--- config.mk ---
export PLATFORM = sky130hd
export DESIGN_NAME = seven_segment_value_formatter_unit
export DESIGN_NICKNAME = d
export VERILOG_FILES = /design/src/sv/svf_pkg.sv /design/src/sv/seven_segment_value_formatter_unit.sv /design/src/sv/svf_pipe_ctrl.sv /design/src/sv/svf_split.sv /design/src/sv/svf_encode.sv
export VERILOG_INCLUDE_DIRS = /design/src /design/src/sv
export SDC_FILE = /design/constraint.sdc
export NUM_CORES = 1
export LEC_CHECK = 0
export BUFFER_PORTS_ARGS = -buffer_cell sky130_fd_sc_hd__buf_2
export CORE_MARGIN = 5
export CORE_UTILIZATION = 64
export DETAILED_ROUTE_END_ITERATION = 10
export GPL_ROUTABILITY_DRIVEN = 0
export HOLD_SLACK_MARGIN = 0.12
export PLACE_DENSITY_LB_ADDON = 0.1
export SLEW_MARGIN = 20
export SYNTH_ARGS = -nofsm -noshare
export SYNTH_HDL_FRONTEND = slang
export SYNTH_SLANG_ARGS = --single-unit
--- constraint.sdc ---
create_clock -name clk -period 9.95 [get_ports clk]
set_input_delay 0.4975 -clock clk [delete_from_list [all_inputs] [get_ports clk]]
set_output_delay 0.4975 -clock clk [all_outputs]
set_load 0.02 [all_outputs]
--- src/sv/seven_segment_value_formatter_unit_defines.svh ---
// assertion macros for the seven segment value formatter
// expects a clock named clk and an active low reset named arst_n in scope
`ifndef SEVEN_SEGMENT_VALUE_FORMATTER_UNIT_DEFINES_SVH
`define SEVEN_SEGMENT_VALUE_FORMATTER_UNIT_DEFINES_SVH

`ifndef SYNTHESIS

// same cycle implication
`define SVF_ASSERT_NOW(label, ante, cons) \
	label: assert property (@(posedge clk) disable iff (!arst_n) (ante) |-> (cons)) \
		else $error("svf assertion failed");

// next cycle implication
`define SVF_ASSERT_NEXT(label, ante, cons) \
	label: assert property (@(posedge clk) disable iff (!arst_n) (ante) |=> (cons)) \
		else $error("svf assertion failed");

`else

`define SVF_ASSERT_NOW(label, ante, cons)
`define SVF_ASSERT_NEXT(label, ante, cons)

`endif

`endif

--- src/sv/svf_pkg.sv ---
// shared types, constants and segment tables for the value formatter
// no dependencies
`timescale 1ns / 1ps

package svf_pkg;

	// pipeline depth: input register, three split stages, result register
	localparam int STAGES = 5;

	typedef enum logic [1:0] {
		FUNC_ACT_TEMP = 2'd0,
		FUNC_SET_TEMP = 2'd1,
		FUNC_ACT_TIME = 2'd2,
		FUNC_SET_TIME = 2'd3
	} func_t;

	// temperature layout classes
	typedef enum logic [2:0] {
		TCAT_FOUR,
		TCAT_THREE,
		TCAT_TWO,
		TCAT_NEG,
		TCAT_LOW
	} tcat_t;

	typedef struct packed {
		logic [1:0]         func;
		logic signed [19:0] value;
		logic               icon_off;
		logic               blank_phase;
		logic               key_active;
	} req_t;

	typedef struct packed {
		logic [5:0] base_address;
		logic [7:0] seg_at_0;
		logic [7:0] seg_at_2;
		logic [7:0] seg_at_4;
		logic [7:0] seg_at_6;
	} rsp_t;

	typedef struct packed {
		logic [STAGES-1:0] en;
		logic [STAGES-1:0] valid;
	} pipe_ctrl_t;

	typedef struct packed {
		func_t func;
		logic  icon_off;
		logic  blank;
		tcat_t tcat;
		logic  time_zero;
	} meta_t;

	typedef struct packed {
		meta_t      meta;
		logic [6:0] hi;
		logic [6:0] lo;
	} split_t;

	// panel addresses
	localparam logic [5:0] BASE_ACT_TEMP = 6'd0;
	localparam logic [5:0] BASE_SET_TEMP = 6'd32;
	localparam logic [5:0] BASE_ACT_TIME = 6'd8;
	localparam logic [5:0] BASE_SET_TIME = 6'd16;

	// segment marks
	localparam logic [7:0] SEG_DP   = 8'h80;
	localparam logic [7:0] SEG_DASH = 8'h08;
	localparam logic [7:0] SEG_OFF  = 8'h00;

	// saturation limits
	localparam logic [13:0] TEMP_SAT = 14'd9999;
	localparam logic [18:0] TIME_SAT = 19'd359999;

	// divisors and reciprocals, all reciprocals scaled by 2^32
	localparam logic [18:0] SEC_PER_HOUR = 19'd3600;
	localparam logic [18:0] TENTHS_HUND  = 19'd100;
	localparam logic [25:0] HOUR_RECIP   = 26'd1193047;
	localparam logic [25:0] HUND_RECIP   = 26'(10486 * 4096);
	localparam int          RECIP_SHIFT  = 32;

	// minutes from seconds remainder: (rem * 4370) >> 18
	localparam logic [12:0] MIN_RECIP = 13'd4370;
	localparam int          MIN_SHIFT = 18;

	function automatic logic [7:0] seg_std(input logic [3:0] d);
		logic [7:0] s;
		unique case (d)
			4'd0: s = 8'h77;
			4'd1: s = 8'h24;
			4'd2: s = 8'h5d;
			4'd3: s = 8'h6d;
			4'd4: s = 8'h2e;
			4'd5: s = 8'h6b;
			4'd6: s = 8'h7b;
			4'd7: s = 8'h25;
			4'd8: s = 8'h7f;
			4'd9: s = 8'h6f;
			default: s = SEG_OFF;
		endcase
		return s;
	endfunction

	function automatic logic [7:0] seg_alt(input logic [3:0] d);
		logic [7:0] s;
		unique case (d)
			4'd0: s = 8'h77;
			4'd1: s = 8'h12;
			4'd2: s = 8'h5d;
			4'd3: s = 8'h5b;
			4'd4: s = 8'h3a;
			4'd5: s = 8'h6b;
			4'd6: s = 8'h6f;
			4'd7: s = 8'h52;
			4'd8: s = 8'h7f;
			4'd9: s = 8'h7b;
			default: s = SEG_OFF;
		endcase
		return s;
	endfunction

endpackage

--- src/sv/seven_segment_value_formatter_unit.sv ---
// Seven segment value formatter, top level.
// Result path: the request passes five register stages before rsp_valid rises.
// Throughput: one request per cycle while rsp_stall is low; the depth is set by the reciprocal multiply,
// remainder and minutes stages between the input and result registers.
// Reset: arst_n clears all stage valid bits; payload registers are not reset.
// Depends on svf_pkg, svf_pipe_ctrl, svf_split, svf_encode and the defines header.
`timescale 1ns / 1ps
`include "seven_segment_value_formatter_unit_defines.svh"

module seven_segment_value_formatter_unit import svf_pkg::*; (
	input  logic clk,
	input  logic arst_n,
	input  logic req_valid,
	output logic req_stall,
	input  req_t req,
	output logic rsp_valid,
	input  logic rsp_stall,
	output rsp_t rsp
);

	pipe_ctrl_t ctrl;
	req_t       req_s1;
	split_t     split_s4;
	rsp_t       rsp_next;
	rsp_t       rsp_s5;

	// stage control
	svf_pipe_ctrl u_ctrl (
		.clk       (clk),
		.arst_n    (arst_n),
		.req_valid (req_valid),
		.rsp_stall (rsp_stall),
		.ctrl      (ctrl)
	);

	// input register
	always_ff @(posedge clk) begin
		if (ctrl.en[0]) begin
			req_s1 <= req;
		end
	end

	// arithmetic split
	svf_split u_split (
		.clk      (clk),
		.ctrl     (ctrl),
		.req_s1   (req_s1),
		.split_s4 (split_s4)
	);

	// segment encoding
	svf_encode u_encode (
		.s        (split_s4),
		.rsp_next (rsp_next)
	);

	// result register
	always_ff @(posedge clk) begin
		if (ctrl.en[STAGES-1]) begin
			rsp_s5 <= rsp_next;
		end
	end

	assign rsp       = rsp_s5;
	assign rsp_valid = ctrl.valid[STAGES-1];
	assign req_stall = !ctrl.en[0];

	// checks
	`SVF_ASSERT_NOW(a_full_stalls_input, (&ctrl.valid) && rsp_stall, req_stall)
	`SVF_ASSERT_NEXT(a_transfer_enters, req_valid && !req_stall, ctrl.valid[0])
	`SVF_ASSERT_NOW(a_base_aligned, rsp_valid, rsp.base_address[2:0] == 3'd0)
	`SVF_ASSERT_NOW(a_minute_mark, rsp_valid && (rsp.base_address == BASE_SET_TIME), rsp.seg_at_0[7])

endmodule

--- src/sv/svf_pipe_ctrl.sv ---
// valid bits and stage enables for the formatter pipeline
// depends on svf_pkg
`timescale 1ns / 1ps

module svf_pipe_ctrl import svf_pkg::*; (
	input  logic       clk,
	input  logic       arst_n,
	input  logic       req_valid,
	input  logic       rsp_stall,
	output pipe_ctrl_t ctrl
);

	logic [STAGES-1:0] valid_q;
	logic [STAGES-1:0] en;

	// a stage loads when it is empty or the next one moves on
	always_comb begin
		en[STAGES-1] = !valid_q[STAGES-1] || !rsp_stall;
		for (int k = STAGES - 2; k >= 0; k--) begin
			en[k] = !valid_q[k] || en[k+1];
		end
	end

	// valid bits follow the data
	always_ff @(posedge clk or negedge arst_n) begin
		if (!arst_n) begin
			valid_q <= '0;
		end else begin
			if (en[0]) begin
				valid_q[0] <= req_valid;
			end
			for (int k = 1; k < STAGES; k++) begin
				if (en[k]) begin
					valid_q[k] <= valid_q[k-1];
				end
			end
		end
	end

	assign ctrl.en    = en;
	assign ctrl.valid = valid_q;

endmodule

--- src/sv/svf_split.sv ---
// splits a clamped value into two two-digit parts over three stages
// depends on svf_pkg; stage enables come from svf_pipe_ctrl
`timescale 1ns / 1ps

module svf_split import svf_pkg::*; (
	input  logic       clk,
	input  pipe_ctrl_t ctrl,
	input  req_t       req_s1,
	output split_t     split_s4
);

	logic signed [19:0] v;
	logic signed [19:0] v_neg;
	logic               is_time_in;
	tcat_t              tcat;
	logic [13:0]        t_mag;
	logic [18:0]        t_clamp;
	logic [18:0]        mult_a;
	logic [25:0]        mult_k;
	logic [44:0]        prod_hi;
	meta_t              meta_in;

	meta_t              meta_s2;
	logic [6:0]         hi_s2;
	logic [18:0]        x_s2;
	logic               is_time_s2;
	logic [18:0]        back_s2;
	logic [18:0]        rem_full;

	meta_t              meta_s3;
	logic [6:0]         hi_s3;
	logic [11:0]        rem_s3;
	logic               is_time_s3;
	logic [24:0]        prod_min;
	logic [6:0]         lo_next;

	// classify and clamp, then the high part by reciprocal multiply
	always_comb begin
		v          = req_s1.value;
		v_neg      = -v;
		is_time_in = (func_t'(req_s1.func) == FUNC_ACT_TIME) ||
		             (func_t'(req_s1.func) == FUNC_SET_TIME);

		if (v > 20'sd999) begin
			tcat  = TCAT_FOUR;
			t_mag = (v > 20'sd9999) ? TEMP_SAT : v[13:0];
		end else if (v > 20'sd99) begin
			tcat  = TCAT_THREE;
			t_mag = v[13:0];
		end else if (v >= 20'sd0) begin
			tcat  = TCAT_TWO;
			t_mag = v[13:0];
		end else if (v > -20'sd100) begin
			tcat  = TCAT_NEG;
			t_mag = v_neg[13:0];
		end else begin
			tcat  = TCAT_LOW;
			t_mag = '0;
		end

		if (v < 20'sd0) begin
			t_clamp = '0;
		end else if (v > 20'sd359999) begin
			t_clamp = TIME_SAT;
		end else begin
			t_clamp = v[18:0];
		end

		mult_a  = is_time_in ? t_clamp : {5'b0, t_mag};
		mult_k  = is_time_in ? HOUR_RECIP : HUND_RECIP;
		prod_hi = 45'(mult_a) * 45'(mult_k);

		meta_in.func      = func_t'(req_s1.func);
		meta_in.icon_off  = req_s1.icon_off;
		meta_in.blank     = req_s1.blank_phase && !req_s1.key_active;
		meta_in.tcat      = tcat;
		meta_in.time_zero = (v <= 20'sd0);
	end

	always_ff @(posedge clk) begin
		if (ctrl.en[1]) begin
			meta_s2 <= meta_in;
			hi_s2   <= prod_hi[RECIP_SHIFT+6:RECIP_SHIFT];
			x_s2    <= mult_a;
		end
	end

	// remainder after the high part
	always_comb begin
		is_time_s2 = (meta_s2.func == FUNC_ACT_TIME) || (meta_s2.func == FUNC_SET_TIME);
		back_s2    = 19'(hi_s2) * (is_time_s2 ? SEC_PER_HOUR : TENTHS_HUND);
		rem_full   = x_s2 - back_s2;
	end

	always_ff @(posedge clk) begin
		if (ctrl.en[2]) begin
			meta_s3 <= meta_s2;
			hi_s3   <= hi_s2;
			rem_s3  <= rem_full[11:0];
		end
	end

	// minutes from the seconds remainder, tenths use it as is
	always_comb begin
		is_time_s3 = (meta_s3.func == FUNC_ACT_TIME) || (meta_s3.func == FUNC_SET_TIME);
		prod_min   = 25'(rem_s3) * 25'(MIN_RECIP);
		lo_next    = is_time_s3 ? prod_min[MIN_SHIFT+6:MIN_SHIFT] : rem_s3[6:0];
	end

	always_ff @(posedge clk) begin
		if (ctrl.en[3]) begin
			split_s4.meta <= meta_s3;
			split_s4.hi   <= hi_s3;
			split_s4.lo   <= lo_next;
		end
	end

endmodule

--- src/sv/svf_encode.sv ---
// maps two two-digit parts to segment bytes with marks and blanking
// depends on svf_pkg
`timescale 1ns / 1ps

module svf_encode import svf_pkg::*; (
	input  split_t s,
	output rsp_t   rsp_next
);

	// tens and units of a value below one hundred
	function automatic logic [7:0] two_digits(input logic [6:0] x);
		logic [14:0] p;
		logic [3:0]  t;
		logic [6:0]  u;
		p = 15'(x) * 15'd205;
		t = p[14:11];
		u = x - 7'(t) * 7'd10;
		return {t, u[3:0]};
	endfunction

	logic [7:0] hd;
	logic [7:0] ld;
	logic [7:0] tdig [4];
	logic [7:0] mdig [4];
	logic [7:0] d    [4];
	logic       rev;
	logic       alt;

	always_comb begin
		hd  = two_digits(s.hi);
		ld  = two_digits(s.lo);
		alt = (s.meta.func == FUNC_SET_TIME);

		// temperature layout
		tdig[2] = seg_std(ld[7:4]);
		tdig[3] = seg_std(ld[3:0]);
		unique case (s.meta.tcat)
			TCAT_FOUR: begin
				tdig[0] = seg_std(hd[7:4]);
				tdig[1] = seg_std(hd[3:0]);
			end
			TCAT_THREE: begin
				tdig[0] = SEG_OFF;
				tdig[1] = seg_std(hd[3:0]);
			end
			TCAT_TWO: begin
				tdig[0] = SEG_OFF;
				tdig[1] = SEG_OFF;
			end
			TCAT_NEG: begin
				tdig[0] = SEG_OFF;
				tdig[1] = SEG_DASH;
			end
			TCAT_LOW: begin
				tdig[0] = SEG_DASH;
				tdig[1] = seg_std(4'd1);
				tdig[2] = seg_std(4'd0);
				tdig[3] = seg_std(4'd0);
			end
			default: begin
				tdig[0] = SEG_OFF;
				tdig[1] = SEG_OFF;
			end
		endcase

		// hours and minutes layout
		mdig[0] = alt ? seg_alt(hd[7:4]) : seg_std(hd[7:4]);
		mdig[1] = alt ? seg_alt(hd[3:0]) : seg_std(hd[3:0]);
		mdig[2] = alt ? seg_alt(ld[7:4]) : seg_std(ld[7:4]);
		mdig[3] = alt ? seg_alt(ld[3:0]) : seg_std(ld[3:0]);

		// marks, dashes and blanking per function
		unique case (s.meta.func)
			FUNC_ACT_TEMP: begin
				d                 = tdig;
				rev               = 1'b0;
				rsp_next.base_address = BASE_ACT_TEMP;
				d[0] = d[0] | SEG_DP;
				if (!s.meta.icon_off) d[2] = d[2] | SEG_DP;
				d[3] = d[3] | SEG_DP;
			end
			FUNC_SET_TEMP: begin
				d                 = tdig;
				rev               = 1'b1;
				rsp_next.base_address = BASE_SET_TEMP;
				d[2] = d[2] | SEG_DP;
				if (s.meta.blank) begin
					for (int i = 0; i < 4; i++) d[i] = SEG_OFF;
				end
			end
			FUNC_ACT_TIME: begin
				d                 = mdig;
				rev               = 1'b0;
				rsp_next.base_address = BASE_ACT_TIME;
				if (!s.meta.icon_off) d[2] = d[2] | SEG_DP;
				if (s.meta.time_zero) begin
					for (int i = 0; i < 4; i++) d[i] = (d[i] & SEG_DP) | SEG_DASH;
				end
			end
			FUNC_SET_TIME: begin
				d                 = mdig;
				rev               = 1'b1;
				rsp_next.base_address = BASE_SET_TIME;
				d[1] = d[1] | SEG_DP;
				if (s.meta.time_zero) begin
					for (int i = 0; i < 4; i++) d[i] = (d[i] & SEG_DP) | SEG_DASH;
				end
				if (s.meta.blank) begin
					for (int i = 0; i < 4; i++) d[i] = SEG_OFF;
				end
				// minute mark stays lit through blanking
				d[3] = d[3] | SEG_DP;
			end
		endcase

		// set functions write right to left
		if (rev) begin
			rsp_next.seg_at_0 = d[3];
			rsp_next.seg_at_2 = d[2];
			rsp_next.seg_at_4 = d[1];
			rsp_next.seg_at_6 = d[0];
		end else begin
			rsp_next.seg_at_0 = d[0];
			rsp_next.seg_at_2 = d[1];
			rsp_next.seg_at_4 = d[2];
			rsp_next.seg_at_6 = d[3];
		end
	end

endmodule
==> flow_summary.ini, run 1 <==
[global_route]
gr-total-overflow = 0
grt_max_degree = 37
grt_pass1_wl_um = 82990
grt_pass1_vias = 15800
antenna_found_initial = 0
grtUsageTotal_pct = 29.06

[setup_path]
cp-endpoint = u_split.hi_s2[5]
worstReg2RegEnd = u_split.hi_s2[5]
timing.rr.start = req_s1[3]
endpoint_kind = flop
worst-path-stages = 29
slowest_stage = o311ai_0
critical_path_class = flop to flop
ff2ff_setup_slack_ns = 1.15
required_ns = 10.12
startpoint = req_s1[3]
arrival_ns = 8.97
r2r_cells = 29
critPathLaunchType = flop
crit_buf_inv = 7
crit_family = adder cells
cp_common_cell = inv_1
slowest_delay_ns = 1.02
path_max_fanout = 7

[synth]
synth_area_leader_cell = fa_1
synthArstFlopShare_pct = 3.546
yosysSeqAreaShare_pct = 20.26
ys_ff_latch = 141
synth_area_leaders = fa_1, ha_1, edfxtp_1
synth.distinct_cells = 88
netlist_instances = 2093
synth_top_area_share_pct = 23.99
synth_flop_cell = edfxtp_1
synth_area_per_cell_um2 = 9.927
syn_area_mm2 = 0.02078
synth_edf_count = 136
yosysWarningCount = 0

[timing]
period_needed_ns = 8.801
fmax_mhz = 113.6
rsz0062_at_grt = no
finalSetupTns_ns = 0
slew_headroom_pct = 17.53
fin_crit_sh_pct = 88.46
hold_viol = 0
tightest_slew_ns = 1.222
finalSetupViolCount = 0
slew_violations = 0
finClkSkew_ns = 0.01362

[job]
timing.max_cap.violations = 0

[floorplan]
core_area_mm2 = 0.03229
rows = 66
io_pins = 69
fp.dieH_um = 190.2
die-area_mm2 = 0.03617
start_util_pct = 64.35
die_w_um = 190.2

[placement]
dp.cells = 2594
numPortBuffers = 65
hpwl_um = 42930

[final_layout]
drive_above_1_share_pct = 6.773
area_growth_pct = 7.203
n_antenna_cell = 0
final_net_count = 2818
fill_cells = 2470
instances_no_fill = 2627
multiInputGateArea_mm2 = 0.01458
register_area_mm2 = 0.004209

[route]
dr.pass1.iters = 6
drt-initial-drc-count = 1170
drc = 0
ant_nets = 0
met1Wirelength_um = 21680
via_count = 15380
wl_met3_um = 3973
highest-signal-layer = met4
viasPerCell = 5.853
dr_wl_met2_um = 23720
wirelength_um = 50870
post_drt_wl_per_cell_um = 19.37

[clock_network]
cts.sinks = 141
clock_latency_ns = 0.43
ctsHtreeMaxLevel = 4
cts_buffer_depth = 2
clockRootBuffer = clkbuf_16
path_clk_slew_ns = 0.06
numCtsBuffers = 17
cts_tree = built
cts_resized = 0

[min_path]
hp-class = input port to flop

[run_status]
status = finished, final reports clean
[worst reg2reg max path, delay by kind of cell (launching register included)]
kind	cells	cell delay (ns)
AND/OR/NAND/NOR	8	1.59
adder cells (fa/ha/maj)	8	3.30
AO/OA/AOI/OAI	5	2.44
XOR/XNOR	1	0.13
flip-flops	1	0.47
buffers and inverters	7	0.64
[placed cells by master (no fill, tap or decap), types with 16 or more instances in the layout]
| cell | count |
|---|---|
| mux2i_1 | 16 |
| nor3_1 | 30 |
| o21a_1 | 17 |
| buf_4 | 16 |
| nand2b_1 | 17 |
| nor2_1 | 96 |
| inv_1 | 498 |
| edfxtp_1 | 136 |
| ha_1 | 368 |
| conb_1 | 22 |
| xnor2_1 | 37 |
| nand2_1 | 84 |
| buf_2 | 65 |
| clkbuf_16 | 17 |
| a21oi_1 | 103 |
| nand3_1 | 26 |
| a21o_1 | 24 |
| o21ai_0 | 67 |
| fa_1 | 249 |
| nand4_1 | 20 |
[sequential cells by signal, indices dropped and copies added (netlist names)]
name and flops:
u_split.hi_s3 7, req_s1 25, u_split.x_s2 12, u_split.split_s4 22, u_split.meta_s2 8, u_split.rem_s3 12, u_split.meta_s3 8, u_ctrl.valid_q 5
rsp 35, u_split.hi_s2 7
[through the flow]
stage          area [um^2]  hold WS [ns]  utilization, %  setup slack [ns]
6_report             22270        0.2468           68.98             1.149
3_5_place_dp         21670        0.3219           67.11             1.468
2_1_floorplan        20850        0.2019               -             2.784
5_1_grt              22270        0.2335           68.98            0.8012
3_3_place_gp         21670        0.3162           67.11             1.743
4_1_cts              22270        0.2383           68.98             1.394
[what timing repair did]
item | 4_1_cts | 5_1_grt
hold buffers | 1 | 0
setup buffers | 0 | 0
hold endpoints to repair | 5 | 0
[Yosys cell counts (all sizes together), types with 15 or more instances]
| library cell | instances |
|---|---|
| inv | 499 |
| ha | 368 |
| fa | 249 |
| edfxtp | 136 |
| a21oi | 106 |
| nor2 | 97 |
| nand2 | 85 |
| o21ai | 70 |
| xnor2 | 37 |
| clkbuf | 34 |
| nor3 | 30 |
| nand3 | 29 |
| a21o | 24 |
| nand4 | 20 |
| nand2b | 17 |
| o21a | 17 |
| mux2i | 16 |
| nor2b | 15 |
[routing by layer]
| metal | track usage (%) | vias up |
|---|---|---|
| met3 | 5.193 | 92 |
| met4 | 8.011 | 0 |
| met2 | 46.98 | 656 |
| li1 | - | 7120 |
| met5 | 0 | - |
| met1 | 40.85 | 7509 |
[logic make-up after synthesis]
| family | after synthesis | synth area share, % |
|---|---|---|
| simple gates | 372 | 9.064 |
| other cells | 2 | 0.03615 |
| buf+inv | 542 | 9.907 |
| fa+ha+maj | 617 | 46.15 |
| mux | 21 | 1.042 |
| flops | 141 | 20.26 |
| compound gates | 346 | 11.21 |
| xor+xnor | 52 | 2.325 |
[how the worst min path moves through the flow]
stage | startpoint | to | cells past startpoint | slack [ns]
after floorplan | arst_n | u_ctrl.valid_q[0] | 0 | 0.20
after global placement | arst_n | u_ctrl.valid_q[4] | 1 | 0.32
after detailed placement | arst_n | u_ctrl.valid_q[4] | 1 | 0.32
after CTS | req[0] | req_s1[0] | 1 | 0.24
after global routing | req[0] | req_s1[0] | 1 | 0.23
final | req[0] | req_s1[0] | 1 | 0.25
[area by class of cell]
cell class | count | share of cell area [%]
sequential | 141 | 18.90
clock buffer | 19 | 1.944
inverter | 500 | 8.426
clock inverter | 13 | 0.7247
tap | 442 | 2.483
timing repair buffer | 82 | 2.045
multi-input combinational | 1430 | 65.48
Power of run 1 is not shown: default switching activity piles up to over one toggle a cycle in this logic, so the estimate is an artifact.
==> inputs of run 2 (changes only) <==
- PLACE_DENSITY: default -> 0.79
- PLACE_DENSITY_LB_ADDON: 0.1 -> default
==> run 2 against run 1 <==
Routed wire length is 0.33% lower. Core utilization is 0.074 points higher. Global-route usage is 0.12 points higher. Register-to-register slack better by 0.09 ns. Clock skew is 0.0071 ns higher. Hold slack worse by 0.0098 ns. Via count is 1.2% higher. Count of clock-buffer cells in the layout is 2 lower. Design area is 0.11% higher. First-iteration DRC count is 32% higher. Die area stayed put. Sequential cell count stayed put. Largest cell class unchanged.
==> flow_summary.ini, run 2 (same netlist as run 1, synthesis figures left out) <==
[placement]
numPortBuffers = 65
place_ws_ns = 1.555
hpwl_um = 42420
postPlaceCellArea_mm2 = 0.02168

[clock_network]
cts_tree = built
clock_latency_ns = 0.44
cts_resized = 0
path_clk_slew_ns = 0.07
clockRootBuffer = clkbuf_16
ctsHtreeMaxLevel = 4
cts.sinks = 141
cts_setup_buffers = 0
cts_buffer_depth = 2
cts_hold_repair.buffers = 1
numCtsBuffers = 17

[global_route]
grt_pass1_vias = 16430
grt_pass1_wl_um = 83810
grt_max_degree = 37
gr-total-overflow = 0
antenna_found_initial = 4
grtUsageTotal_pct = 29.17

[route]
drt-initial-drc-count = 1540
wirelength_um = 50710
post_drt_wl_per_cell_um = 19.27
drc = 0
ant_nets = 0
viasPerCell = 5.916
dr.pass1.iters = 7
via_count = 15560

[timing]
finalSetupViolCount = 0
finalSetupTns_ns = 0
hold_viol = 0
period_needed_ns = 8.708
tightest_slew_ns = 1.039
rsz0062_at_grt = no
whs_ns = 0.2371
fin_crit_sh_pct = 87.51
slew_headroom_pct = 29.85
fmax_mhz = 114.8
slew_violations = 0
setup_slack_ns = 1.242
finClkSkew_ns = 0.02072

[setup_path]
path_max_fanout = 14
endpoint_kind = flop
required_ns = 10.12
critical_path_class = flop to flop
slowest_delay_ns = 0.68
crit_family = adder cells
arrival_ns = 8.88
cp_common_cell = fa_1
critPathLaunchType = flop
crit_buf_inv = 5
slowest_stage = o21ai_0
ff2ff_setup_slack_ns = 1.24

[floorplan]
die_w_um = 190.2
core_area_mm2 = 0.03229
start_util_pct = 64.35
fp.dieH_um = 190.2
io_pins = 69
rows = 66
die-area_mm2 = 0.03617

[final_layout]
final_net_count = 2819
final_common_cell = inv_1
final_area_mm2 = 0.02230
layout_common_cells = inv_1, ha_1, fa_1
area_growth_pct = 7.317
drive_above_1_share_pct = 6.999
largest_reg_flops = 35

[run_status]
status = finished, final reports clean

[min_path]
hp-class = input port to flop

[job]
timing.max_cap.violations = 0
[run 2: routing by layer]
layer	vias to the layer above	track usage [%]	share of wire, %	wire (um)
met2	750	48.69	48	24430
met4	0	11.30	4.4	2207
met3	155	5.596	8.0	4069
li1	7131	-	-	-
met1	7528	37.98	39	20000
met5	-	0	0	0
[run 2: layout make-up]
type                       instances  area, um^2
clock buffer                      17       425.4
clock inverter                    15       172.7
fill                            2388        9992
sequential                       141        4209
multi-input combinational       1430       14590
tap                              442       553.0
inverter                         500        1877
antenna                            3       7.507
timing repair buffer              83       462.9
[run 2: path summary, 6_finish.rpt]
path / start / endpoint / depth (start not counted)
max: req_s1[9] / u_split.hi_s2[5] / 27
min: req[6] / req_s1[6] / 1
max reg2reg: req_s1[9] / u_split.hi_s2[5] / 27
min reg2reg: u_split.meta_s2[3] / u_split.meta_s3[3] / 0
max in group asynchronous: arst_n / u_ctrl.valid_q[2] / 2
min in group asynchronous: arst_n / u_ctrl.valid_q[4] / 2
[run 2: metrics by stage]
stage          utilization [%]  instances
3_3_place_gp             67.15       2595
4_1_cts                  69.03       2628
5_1_grt                  69.05       2631
3_5_place_dp             67.15       2595
6_report                 69.05       2631
2_1_floorplan                -       2113
Power of run 2 is left out for the same reason.
==> inputs of run 3 (changes only) <==
- CELL_PAD_IN_SITES_DETAIL_PLACEMENT: default -> 0
- CELL_PAD_IN_SITES_GLOBAL_PLACEMENT: default -> 2
- CORE_UTILIZATION: 64 -> 43
- PLACE_DENSITY: 0.79 -> 0.8
- clock period: 9.95 -> 8.1 ns (I/O delays scaled with it)
==> run 3 against run 2 <==
Hold slack got worse by 0.096 ns. Critical endpoint unchanged. First-iteration DRC count decreased by 32%. Highest routed layer unchanged. Setup slack got worse by 0.78 ns. Sequential share of layout area decreased by 0.61 points. Critical path type unchanged. Maximum frequency increased by 14%. Clock skew decreased by 0.0057 ns.
==> flow_summary.ini, run 3 (same netlist as run 1, synthesis figures left out) <==
[run_status]
status = finished, final reports clean

[clock_network]
cts_tree = built
numCtsBuffers = 17
ctsHtreeMaxLevel = 4
clockRootBuffer = clkbuf_16
clock_latency_ns = 0.46
path_clk_slew_ns = 0.07
cts.sinks = 141
cts_buffer_depth = 2

[timing]
finalSetupViolCount = 0
fin_crit_sh_pct = 94.34
whs_ns = 0.1410
period_needed_ns = 7.642
slew_violations = 0
tightest_slew_ns = 1.029
finClkSkew_ns = 0.01499
fmax_mhz = 130.9
hold_viol = 0
slew_headroom_pct = 31.32

[global_route]
grt_pass1_wl_um = 88050
grt_pass1_vias = 15520
gr-total-overflow = 0
grt_max_degree = 37
grtUsageTotal_pct = 21.26
antenna_found_initial = 0

[min_path]
min_from = req[21]
hp-class = input port to flop
worstHoldPathCells = 1
holdPathEnd = req_s1[21]

[final_layout]
multiInputGateArea_mm2 = 0.01465
final_area_mm2 = 0.02304
final_net_count = 2873
layout_common_cells = inv_1, ha_1, fa_1
n_antenna_cell = 0
area_growth_pct = 10.88
final_common_cell = inv_1
largest_reg_flops = 35
drive_above_1_share_pct = 9.241
instances_no_fill = 2855
fill_cells = 4494
register_area_mm2 = 0.004209

[setup_path]
timing.rr.start = req_s1[4]
crit_buf_inv = 5
required_ns = 8.29
ff2ff_setup_slack_ns = 0.46
crit_family = adder cells
r2r_cells = 28
arrival_ns = 7.84
endpoint_kind = flop
worstReg2RegEnd = u_split.hi_s2[5]
path_max_fanout = 7
slowest_delay_ns = 0.56
cp_common_cell = fa_1
critical_path_class = flop to flop
slowest_stage = fa_1
critPathLaunchType = flop

[floorplan]
die_w_um = 229.8
start_util_pct = 43.51
rows = 80
core_area_mm2 = 0.04775
io_pins = 69
die-area_mm2 = 0.05281
fp.dieH_um = 229.8

[placement]
dp.cells = 2809
hpwl_um = 47380
numPortBuffers = 65
postPlaceCellArea_mm2 = 0.02220

[route]
drt-initial-drc-count = 1053
drc = 0
viasPerCell = 5.303
dr.pass1.iters = 5
ant_nets = 0
via_count = 15140
post_drt_wl_per_cell_um = 19.43
wirelength_um = 55480

[job]
timing.max_cap.violations = 0
==> run 3: changes by cell type in the layout (fill, tap and decap cells not counted), sizes merged <==
cell / previous run / this run
buf: 82 / 129
dlygate4sd3: 1 / 8
diode: 3 / 0
bufinv: 1 / 3
clkinvlp: 1 / 0
inv: 508 / 507
==> run 3: worst max path at each step <==
stage               start               end  slack [ns]  cells past startpoint
2_1_floorplan  req_s1[10]  u_split.hi_s2[5]        0.93                     27
3_3_place_gp    req_s1[3]  u_split.hi_s2[5]        0.41                     30
3_5_place_dp   req_s1[21]  u_split.hi_s2[5]        0.19                     28
4_1_cts        req_s1[21]  u_split.hi_s2[5]        0.19                     28
5_1_grt         req_s1[4]  u_split.hi_s2[5]      -0.009                     28
6_report        req_s1[4]  u_split.hi_s2[5]        0.46                     28
==> run 3: cell type report <==
| type | instances | share of cell area [%] |
|---|---|---|
| Tap cell | 615 | 3.340 |
| Clock buffer | 17 | 1.847 |
| Clock inverter | 15 | 0.9668 |
| Multi-Input combinational cell | 1430 | 63.58 |
| Sequential cell | 141 | 18.27 |
| Timing Repair Buffer | 137 | 3.846 |
| Inverter | 500 | 8.147 |
==> run 3: what timing repair did <==
action / in CTS / in global routing
endpoints found under the hold margin: 12 / 0
endpoints found under the setup margin: 0 / 4
gates resized for setup: 0 / 13
buffers inserted: 0 / 6
hold buffers: 8 / 0
==> run 3: per-layer routing <==
metal	vias to the layer above	share of wire (%)	wire length [um]	global-route usage, %
met1	7485	48	26660	31.63
li1	7236	-	-	-
met5	-	0	0	0
met4	0	1.6	874	4.334
met2	369	46	25430	33.76
met3	49	4.5	2518	2.529
==> run 3: worst register-to-register path: cells and delay by family, from the launching register on <==
kind | cells | cell delay (ns)
AO/OA/AOI/OAI | 5 | 0.73
XOR/XNOR | 1 | 0.14
adder cells (fa/ha/maj) | 8 | 3.63
buffers and inverters | 5 | 0.57
flip-flops | 1 | 0.42
AND/OR/NAND/NOR | 9 | 1.89
==> run 3: stage by stage <==
stage | setup TNS [ns] | setup slack [ns] | utilization (%)
floorplan | 0 | 0.9337 | -
global placement | 0 | 0.4104 | 46.50
detailed placement | 0 | 0.1948 | 46.50
CTS | 0 | 0.1869 | 48.02
global route | -0.008837 | -0.008837 | 48.25
finish | 0 | 0.4584 | 48.25
Power of run 3 is left out for the same reason.
